`src/hdl/qdc_pkg.sv`:
```
// Package of the quadrature detent counter: codes, reset values and the step table.
package qdc_pkg;

  localparam int CFG_IDX_W = 2;

  // Configuration register indexes.
  localparam logic [CFG_IDX_W-1:0] REG_PAUSE_LENGTH = 2'd0;
  localparam logic [CFG_IDX_W-1:0] REG_FAST_STEP    = 2'd1;

  localparam logic [31:0] PAUSE_LENGTH_RESET = 32'd25000;
  localparam logic [7:0]  FAST_STEP_RESET    = 8'd10;
  localparam logic [1:0]  PINS_RESET         = 2'b11;

  localparam logic signed [3:0] DETENT_MAX = 4'sd3;
  localparam logic signed [3:0] DETENT_MIN = -4'sd3;

  typedef enum logic [1:0] {
    MOVED_NONE = 2'd0,
    MOVED_FWD  = 2'd1,
    MOVED_BWD  = 2'd2
  } moved_t;

  // Standard quadrature transition table, indexed by {previous A, B, current A, B}.
  function automatic logic signed [1:0] step_of(input logic [3:0] idx);
    logic signed [1:0] s;
    case (idx)
      4'd1, 4'd7, 4'd8, 4'd14: s = -2'sd1;
      4'd2, 4'd4, 4'd11, 4'd13: s = 2'sd1;
      default: s = 2'sd0;
    endcase
    return s;
  endfunction

endpackage

```
`src/hdl/qdc_channels.sv`:
```
// Handshake channel interfaces for samples, results and configuration writes.
interface qdc_in_if;
  logic        valid;
  logic        ready;
  logic        pin_a;
  logic        pin_b;
  logic [31:0] time_us;
  modport source (output valid, pin_a, pin_b, time_us, input ready);
  modport sink (input valid, pin_a, pin_b, time_us, output ready);
endinterface

interface qdc_out_if;
  logic        valid;
  logic        ready;
  logic [31:0] count;
  logic [1:0]  moved;
  logic        fast;
  modport source (output valid, count, moved, fast, input ready);
  modport sink (input valid, count, moved, fast, output ready);
endinterface

interface qdc_cfg_if;
  logic                        valid;
  logic                        ready;
  logic [qdc_pkg::CFG_IDX_W-1:0] index;
  logic [31:0]                 data;
  modport source (output valid, index, data, input ready);
  modport sink (input valid, index, data, output ready);
endinterface

```
`src/hdl/quadrature_detent_counter.sv`:
```
// A sample request is held in the input register, and its result then in the result register.
// Throughput: one sample per cycle; the input register and the result register each move
// on when the stage after them is empty or being emptied.
// Reset (rst_n low, synchronous) empties both stages and restores pins high, a clear
// accumulator, zero timestamps and position, and the default configuration values.
module quadrature_detent_counter (
  input  logic     clk,
  input  logic     rst_n,
  qdc_in_if.sink   in_ch,
  qdc_out_if.source out_ch,
  qdc_cfg_if.sink  cfg_ch
);

  // Configuration registers: the user must write only while the block is idle; not enforced.
  logic [31:0] pause_length_r;
  logic [7:0]  fast_step_r;

  // Input stage: the sample request as it was accepted.
  logic        s1_valid_r;
  logic [1:0]  s1_pins_r;
  logic [31:0] s1_time_r;

  // Decoder state.
  logic [1:0]        prev_pins_r, prev_pins_nxt;
  logic signed [3:0] detent_sum_r, detent_sum_nxt;
  logic [31:0]       last_up_r, last_up_nxt;
  logic [31:0]       last_down_r, last_down_nxt;
  logic [31:0]       position_r, position_nxt;

  // Result stage.
  logic        out_valid_r, out_valid_nxt;
  logic [31:0] out_count_r;
  qdc_pkg::moved_t out_moved_r, out_moved_nxt;
  logic        out_fast_r, out_fast_nxt;

  logic              advance;
  logic signed [1:0] step;
  logic signed [3:0] sum;
  logic [31:0]       up_elapsed, down_elapsed;
  logic              up_fast, down_fast;
  logic [31:0]       pos_plus_one, pos_plus_fast, pos_minus_one, pos_minus_fast;

  // The input stage moves on whenever the result register is free or is being read.
  assign advance      = s1_valid_r && (!out_valid_r || out_ch.ready);
  assign in_ch.ready  = !s1_valid_r || advance;
  assign cfg_ch.ready = 1'b1;

  always_ff @(posedge clk) begin
    if (!rst_n) begin
      pause_length_r <= qdc_pkg::PAUSE_LENGTH_RESET;
      fast_step_r    <= qdc_pkg::FAST_STEP_RESET;
    end else if (cfg_ch.valid) begin
      case (cfg_ch.index)
        qdc_pkg::REG_PAUSE_LENGTH: pause_length_r <= cfg_ch.data;
        qdc_pkg::REG_FAST_STEP:    fast_step_r    <= cfg_ch.data[7:0];
        default: ;
      endcase
    end
  end

  always_ff @(posedge clk) begin
    if (!rst_n) begin
      s1_valid_r <= 1'b0;
    end else if (in_ch.ready) begin
      s1_valid_r <= in_ch.valid;
    end
  end

  always_ff @(posedge clk) begin
    if (in_ch.valid && in_ch.ready) begin
      s1_pins_r <= {in_ch.pin_a, in_ch.pin_b};
      s1_time_r <= in_ch.time_us;
    end
  end

  // The transition of the pin pair gives the step; four steps in one direction make a detent.
  assign step = qdc_pkg::step_of({prev_pins_r, s1_pins_r});
  assign sum  = detent_sum_r + {{2{step[1]}}, step};

  // The elapsed time wraps with the timestamp, so a plain 32-bit difference is right.
  assign up_elapsed   = s1_time_r - last_up_r;
  assign down_elapsed = s1_time_r - last_down_r;
  assign up_fast      = up_elapsed < pause_length_r;
  assign down_fast    = down_elapsed < pause_length_r;

  // All four candidate positions are formed side by side, so only a select follows the compare.
  assign pos_plus_one   = position_r + 32'd1;
  assign pos_minus_one  = position_r - 32'd1;
  assign pos_plus_fast  = position_r + {24'd0, fast_step_r};
  assign pos_minus_fast = position_r - {24'd0, fast_step_r};

  always_comb begin
    prev_pins_nxt  = prev_pins_r;
    detent_sum_nxt = detent_sum_r;
    last_up_nxt    = last_up_r;
    last_down_nxt  = last_down_r;
    position_nxt   = position_r;
    out_moved_nxt  = qdc_pkg::MOVED_NONE;
    out_fast_nxt   = 1'b0;
    if (advance) begin
      prev_pins_nxt  = s1_pins_r;
      detent_sum_nxt = sum;
      if (sum > qdc_pkg::DETENT_MAX) begin
        out_moved_nxt  = qdc_pkg::MOVED_FWD;
        out_fast_nxt   = up_fast;
        position_nxt   = up_fast ? pos_plus_fast : pos_plus_one;
        last_up_nxt    = s1_time_r;
        detent_sum_nxt = 4'sd0;
      end else if (sum < qdc_pkg::DETENT_MIN) begin
        out_moved_nxt  = qdc_pkg::MOVED_BWD;
        out_fast_nxt   = down_fast;
        position_nxt   = down_fast ? pos_minus_fast : pos_minus_one;
        last_down_nxt  = s1_time_r;
        detent_sum_nxt = 4'sd0;
      end
    end
  end

  always_comb begin
    if (advance) begin
      out_valid_nxt = 1'b1;
    end else if (out_ch.ready) begin
      out_valid_nxt = 1'b0;
    end else begin
      out_valid_nxt = out_valid_r;
    end
  end

  always_ff @(posedge clk) begin
    if (!rst_n) begin
      prev_pins_r  <= qdc_pkg::PINS_RESET;
      detent_sum_r <= 4'sd0;
      last_up_r    <= 32'd0;
      last_down_r  <= 32'd0;
      position_r   <= 32'd0;
      out_valid_r  <= 1'b0;
    end else begin
      prev_pins_r  <= prev_pins_nxt;
      detent_sum_r <= detent_sum_nxt;
      last_up_r    <= last_up_nxt;
      last_down_r  <= last_down_nxt;
      position_r   <= position_nxt;
      out_valid_r  <= out_valid_nxt;
    end
  end

  // The result payload needs no reset; it is loaded whenever a sample moves on.
  always_ff @(posedge clk) begin
    if (advance) begin
      out_count_r <= position_nxt;
      out_moved_r <= out_moved_nxt;
      out_fast_r  <= out_fast_nxt;
    end
  end

  assign out_ch.valid = out_valid_r;
  assign out_ch.count = out_count_r;
  assign out_ch.moved = out_moved_r;
  assign out_ch.fast  = out_fast_r;

endmodule

```
`src/flat_wrapper.sv`:
```
// flat-port wrapper written by rule: the top's interface ports become plain ports
module quadrature_detent_counter_flat 
  (clk, rst_n, in_ch_valid, in_ch_pin_a, in_ch_pin_b, in_ch_time_us, in_ch_ready, out_ch_valid, out_ch_count, out_ch_moved, out_ch_fast, out_ch_ready, cfg_ch_valid, cfg_ch_index, cfg_ch_data, cfg_ch_ready);
  qdc_in_if in_ch_i ();
  qdc_out_if out_ch_i ();
  qdc_cfg_if cfg_ch_i ();
  input  logic clk;
  input  logic rst_n;
  input wire logic [$bits(in_ch_i.valid)-1:0] in_ch_valid;
  input wire logic [$bits(in_ch_i.pin_a)-1:0] in_ch_pin_a;
  input wire logic [$bits(in_ch_i.pin_b)-1:0] in_ch_pin_b;
  input wire logic [$bits(in_ch_i.time_us)-1:0] in_ch_time_us;
  output wire logic [$bits(in_ch_i.ready)-1:0] in_ch_ready;
  output wire logic [$bits(out_ch_i.valid)-1:0] out_ch_valid;
  output wire logic [$bits(out_ch_i.count)-1:0] out_ch_count;
  output wire logic [$bits(out_ch_i.moved)-1:0] out_ch_moved;
  output wire logic [$bits(out_ch_i.fast)-1:0] out_ch_fast;
  input wire logic [$bits(out_ch_i.ready)-1:0] out_ch_ready;
  input wire logic [$bits(cfg_ch_i.valid)-1:0] cfg_ch_valid;
  input wire logic [$bits(cfg_ch_i.index)-1:0] cfg_ch_index;
  input wire logic [$bits(cfg_ch_i.data)-1:0] cfg_ch_data;
  output wire logic [$bits(cfg_ch_i.ready)-1:0] cfg_ch_ready;
  assign in_ch_i.valid = in_ch_valid;
  assign in_ch_i.pin_a = in_ch_pin_a;
  assign in_ch_i.pin_b = in_ch_pin_b;
  assign in_ch_i.time_us = in_ch_time_us;
  assign in_ch_ready = in_ch_i.ready;
  assign out_ch_valid = out_ch_i.valid;
  assign out_ch_count = out_ch_i.count;
  assign out_ch_moved = out_ch_i.moved;
  assign out_ch_fast = out_ch_i.fast;
  assign out_ch_i.ready = out_ch_ready;
  assign cfg_ch_i.valid = cfg_ch_valid;
  assign cfg_ch_i.index = cfg_ch_index;
  assign cfg_ch_i.data = cfg_ch_data;
  assign cfg_ch_ready = cfg_ch_i.ready;
  quadrature_detent_counter u_core (.clk(clk), .rst_n(rst_n), .in_ch(in_ch_i), .out_ch(out_ch_i), .cfg_ch(cfg_ch_i));
endmodule
```
`config.mk`:
```
export PLATFORM = sky130hd
export DESIGN_NAME = quadrature_detent_counter_flat
export DESIGN_NICKNAME = d
export VERILOG_FILES = /design/src/hdl/qdc_pkg.sv /design/src/hdl/qdc_channels.sv /design/src/hdl/quadrature_detent_counter.sv /design/src/flat_wrapper.sv
export SDC_FILE = /design/constraint.sdc
export NUM_CORES = 1
export LEC_CHECK = 0
export BUFFER_PORTS_ARGS = -buffer_cell sky130_fd_sc_hd__clkbuf_2
export CORE_MARGIN = 2
export CORE_UTILIZATION = 40
export DETAILED_ROUTE_END_ITERATION = 8
export HOLD_SLACK_MARGIN = 0.15
export PLACE_DENSITY = 0.57
export SYNTH_ARGS = -nofsm -noshare
export SYNTH_HDL_FRONTEND = slang
export SYNTH_SLANG_ARGS = --single-unit
```
`constraint.sdc`:
```
create_clock -name clk -period 12.9 [get_ports clk]
set_input_delay 0.645 -clock clk [delete_from_list [all_inputs] [get_ports clk]]
set_output_delay 0.645 -clock clk [all_outputs]
set_load 0.02 [all_outputs]
```
==> impl_metrics.toml <==
[power_and_ir_drop]
peakVddDrop_mv = 0.1133
p_switching_uw = 643.5
p_per_area_nw_per_um2 = 131.4
p_int_mw = 1.479
seqPwrFrac = 0.358
pwr-share-comb = 0.251
clockPowerShare = 0.390
sw_frac_of_total = 0.3031
leakage_nw = 6.405

[logic_synthesis]
yosysTopAreaCellShare = 0.2023
yosysMostFrequentCell = "nand2_1"
postSynthCellCount = 1651
synth-edff-count = 69
synthTopCellsByArea = "dfxtp_1, edfxtp_1, ha_1, nand2_1, a21boi_0"
synth_flop_cell = "dfxtp_1"
yosys_warnings = 0
synth_top_cell_by_area = "dfxtp_1"
syn_nets = 1877
synth-seq-cells = 213
ys_seq_area_frac = 0.3477
syn_area_sq_um = 14250
ys_types = 86
syn_avg_cell_area_sq_um = 8.632
async_reset_ff_frac = 0
netlist_top_cells_count = "nand2_1, ha_1, dfxtp_1"

[setup_path]
r2r-end = "u_core.position_r[14]"
r2r_start = "u_core.s1_time_r[0]"
worst-setup-path-type = "flop to flop"
cp-start-kind = "flop"
ff2ff_path_depth = 28
crit_path_end = "u_core.position_r[14]"
cpPeakStageDelay_ns = 0.82
end_kind = "flop"
cp.arrival_ns = 7.86
critical_path.max_fanout = 10
r2r_setup_slack_ns = 5.48
crit_path_start = "u_core.s1_time_r[0]"
crit_slowest_cell = "o31ai_1"
required_ns = 13.34

[global_routing]
grt_start_max_net_pins = 113
grt_pass1_wl_microns = 59080
globalRouteMet3Util = 0.02801
use_met2 = 0.3190
antenna_found_initial = 1
grt_usage = 0.1996
grt_pass1_vias = 11230
grt.overflow.total = 0
grt-busiest-layer = "met2"
use_met1 = 0.2838

[finish]
nets = 1957
multiInputGateArea_sq_um = 8562
fin_util = 0.4574
final-seq-area_sq_um = 4955
syn_to_final_growth_pct = 13.33
n_antenna_cell = 0
fillers = 3482
drive_gt1_frac = 0.1103

[clocking]
cts_hold_buffers = 0
post_cts_resized = 0
cts_tree = "done"
numCtsBuffers = 25
htreeDepth = 1
clk_pin_slew_ns = 0.06
post_cts_buffers = 0
worst_skew_pair.late_latency_ns = 0.55
cts.sinks = 213
clockBufferDepth = 3
ctsRootBufferMaster = "clkbuf_16"

[timing]
rsz0062_at_grt = "no"
fin_crit_sh = 0.5749
layout_min_cycle_time_ns = 7.417
setup_viol = 0
slew_headroom = 0.3122
hold_viol_final = 0
fin_tns_setup_ns = 0
worstMarginPinSlew_ns = 1.032
fin_skew_ns = 0.02282
holdWs_ns = 0.2671
max_freq_mhz = 134.8
drv_slew = 0

[placement]
io_buffers = 109
finalWeightedCongestion = 0.8529
dp.final_hpwl_microns = 27290

[floorplan]
ios = 111
die_w_microns = 192.8
fp.dieH_microns = 192.8
start_util = 0.4036
row_count = 69
design.core.area_sq_um = 35310
dieArea_sq_um = 37150

[drt]
via_per_inst = 5.355
drc = 0
wl_per_cell_microns = 16.68
ant_nets = 0
via_count = 11840
drt-initial-drc-count = 736
wl_microns = 36870
first_pass_iters = 6

[run_status]
status = "finished, final reports clean"

[run]
max_cap_viol_count = 0

[min_path]
hp-class = "input port to flop"
critical path: cells and delay by family (launching register included):
kind	cells	cell delay, ns
fa+ha+maj	5	1.44
xor+xnor	2	0.22
buf+inv	3	0.22
flops	1	0.40
compound gates	12	3.48
simple gates	6	1.58
sequential cells by signal, indices dropped and copies added, names as in the netlist:
signal	flops
u_core.position_r	32
u_core.s1_pins_r	2
u_core.pause_length_r	32
u_core.detent_sum_r	4
u_core.s1_time_r	32
u_core.last_down_r	32
u_core.last_up_r	32
u_core.prev_pins_r	2
u_core.s1_valid_r	1
u_core.out_ch.count	32
u_core.out_ch.valid	1
u_core.out_ch.moved	2
u_core.out_ch.fast	1
u_core.fast_step_r	8
worst min path at each step:
stage	from	to	slack, ns	depth (start not counted)
2_1_floorplan	u_core.detent_sum_r[3]	u_core.detent_sum_r[3]	0.44	2
3_3_place_gp	u_core.last_down_r[30]	u_core.last_down_r[30]	0.45	2
3_5_place_dp	u_core.last_down_r[3]	u_core.last_down_r[3]	0.46	2
4_1_cts	in_ch_time_us[24]	u_core.s1_time_r[24]	0.24	1
5_1_grt	in_ch_time_us[24]	u_core.s1_time_r[24]	0.25	1
6_report	in_ch_time_us[25]	u_core.s1_time_r[25]	0.27	1
stage by stage:
step	area, sq um	setup WS, ns	power (mW)	std cells
2_1_floorplan	14250	6.459	1.163	1651
3_3_place_gp	15190	5.619	1.295	2165
3_5_place_dp	15190	5.472	1.303	2165
4_1_cts	16150	5.461	2.145	2211
5_1_grt	16150	4.868	2.239	2211
6_report	16150	5.483	2.123	2211
placed cells by master (no fill, tap or decap), types with 25 or more instances in the layout:
cell / Yosys / layout
a21boi_0: 96 / 96
nand2_1: 264 / 264
a21o_1: 67 / 67
xor2_1: 26 / 26
clkbuf_16: 0 / 25
and2_1: 37 / 36
o21ai_0: 49 / 49
ha_1: 148 / 148
a21oi_1: 86 / 86
dfxtp_1: 144 / 144
nand4_1: 25 / 25
inv_1: 127 / 126
clkbuf_2: 0 / 108
edfxtp_1: 69 / 69
xnor2_1: 68 / 68
nor2_1: 66 / 66
final cells by class:
cell class	instances	area share
Clock buffer	29	0.04090
Clock inverter	17	0.01844
Inverter	130	0.03037
Multi-Input combinational cell	1244	0.5301
Sequential cell	213	0.3068
Tap cell	461	0.03571
Timing Repair Buffer	117	0.03765
logic make-up (layout without fill, tap and decap cells):
| kind of cell | after synthesis | after routing | synth area share |
|---|---|---|---|
| xor+xnor | 95 | 95 | 0.05944 |
| fa+ha+maj | 153 | 153 | 0.1370 |
| compound gates | 437 | 437 | 0.2096 |
| buf+inv | 194 | 293 | 0.05242 |
| flops | 213 | 213 | 0.3477 |
| simple gates | 546 | 546 | 0.1843 |
| other cells | 1 | 1 | 0.0002631 |
| mux | 12 | 12 | 0.009394 |
power by group through the flow:
stage               Clock (mW)  Combinational (mW)  Sequential, mW
global placement             0               0.520           0.775
floorplan                    0               0.387           0.776
CTS                      0.853               0.531           0.761
finish                   0.829               0.533           0.761
global route             0.875               0.598           0.766
detailed placement           0               0.527           0.775
routing by layer:
metal | up-vias | wire length [microns]
met1 | 5525 | 18010
li1 | 5981 | -
met4 | 0 | 726
met5 | - | 0
met2 | 293 | 16130
met3 | 42 | 2003
(Power assumes the default switching activity.)
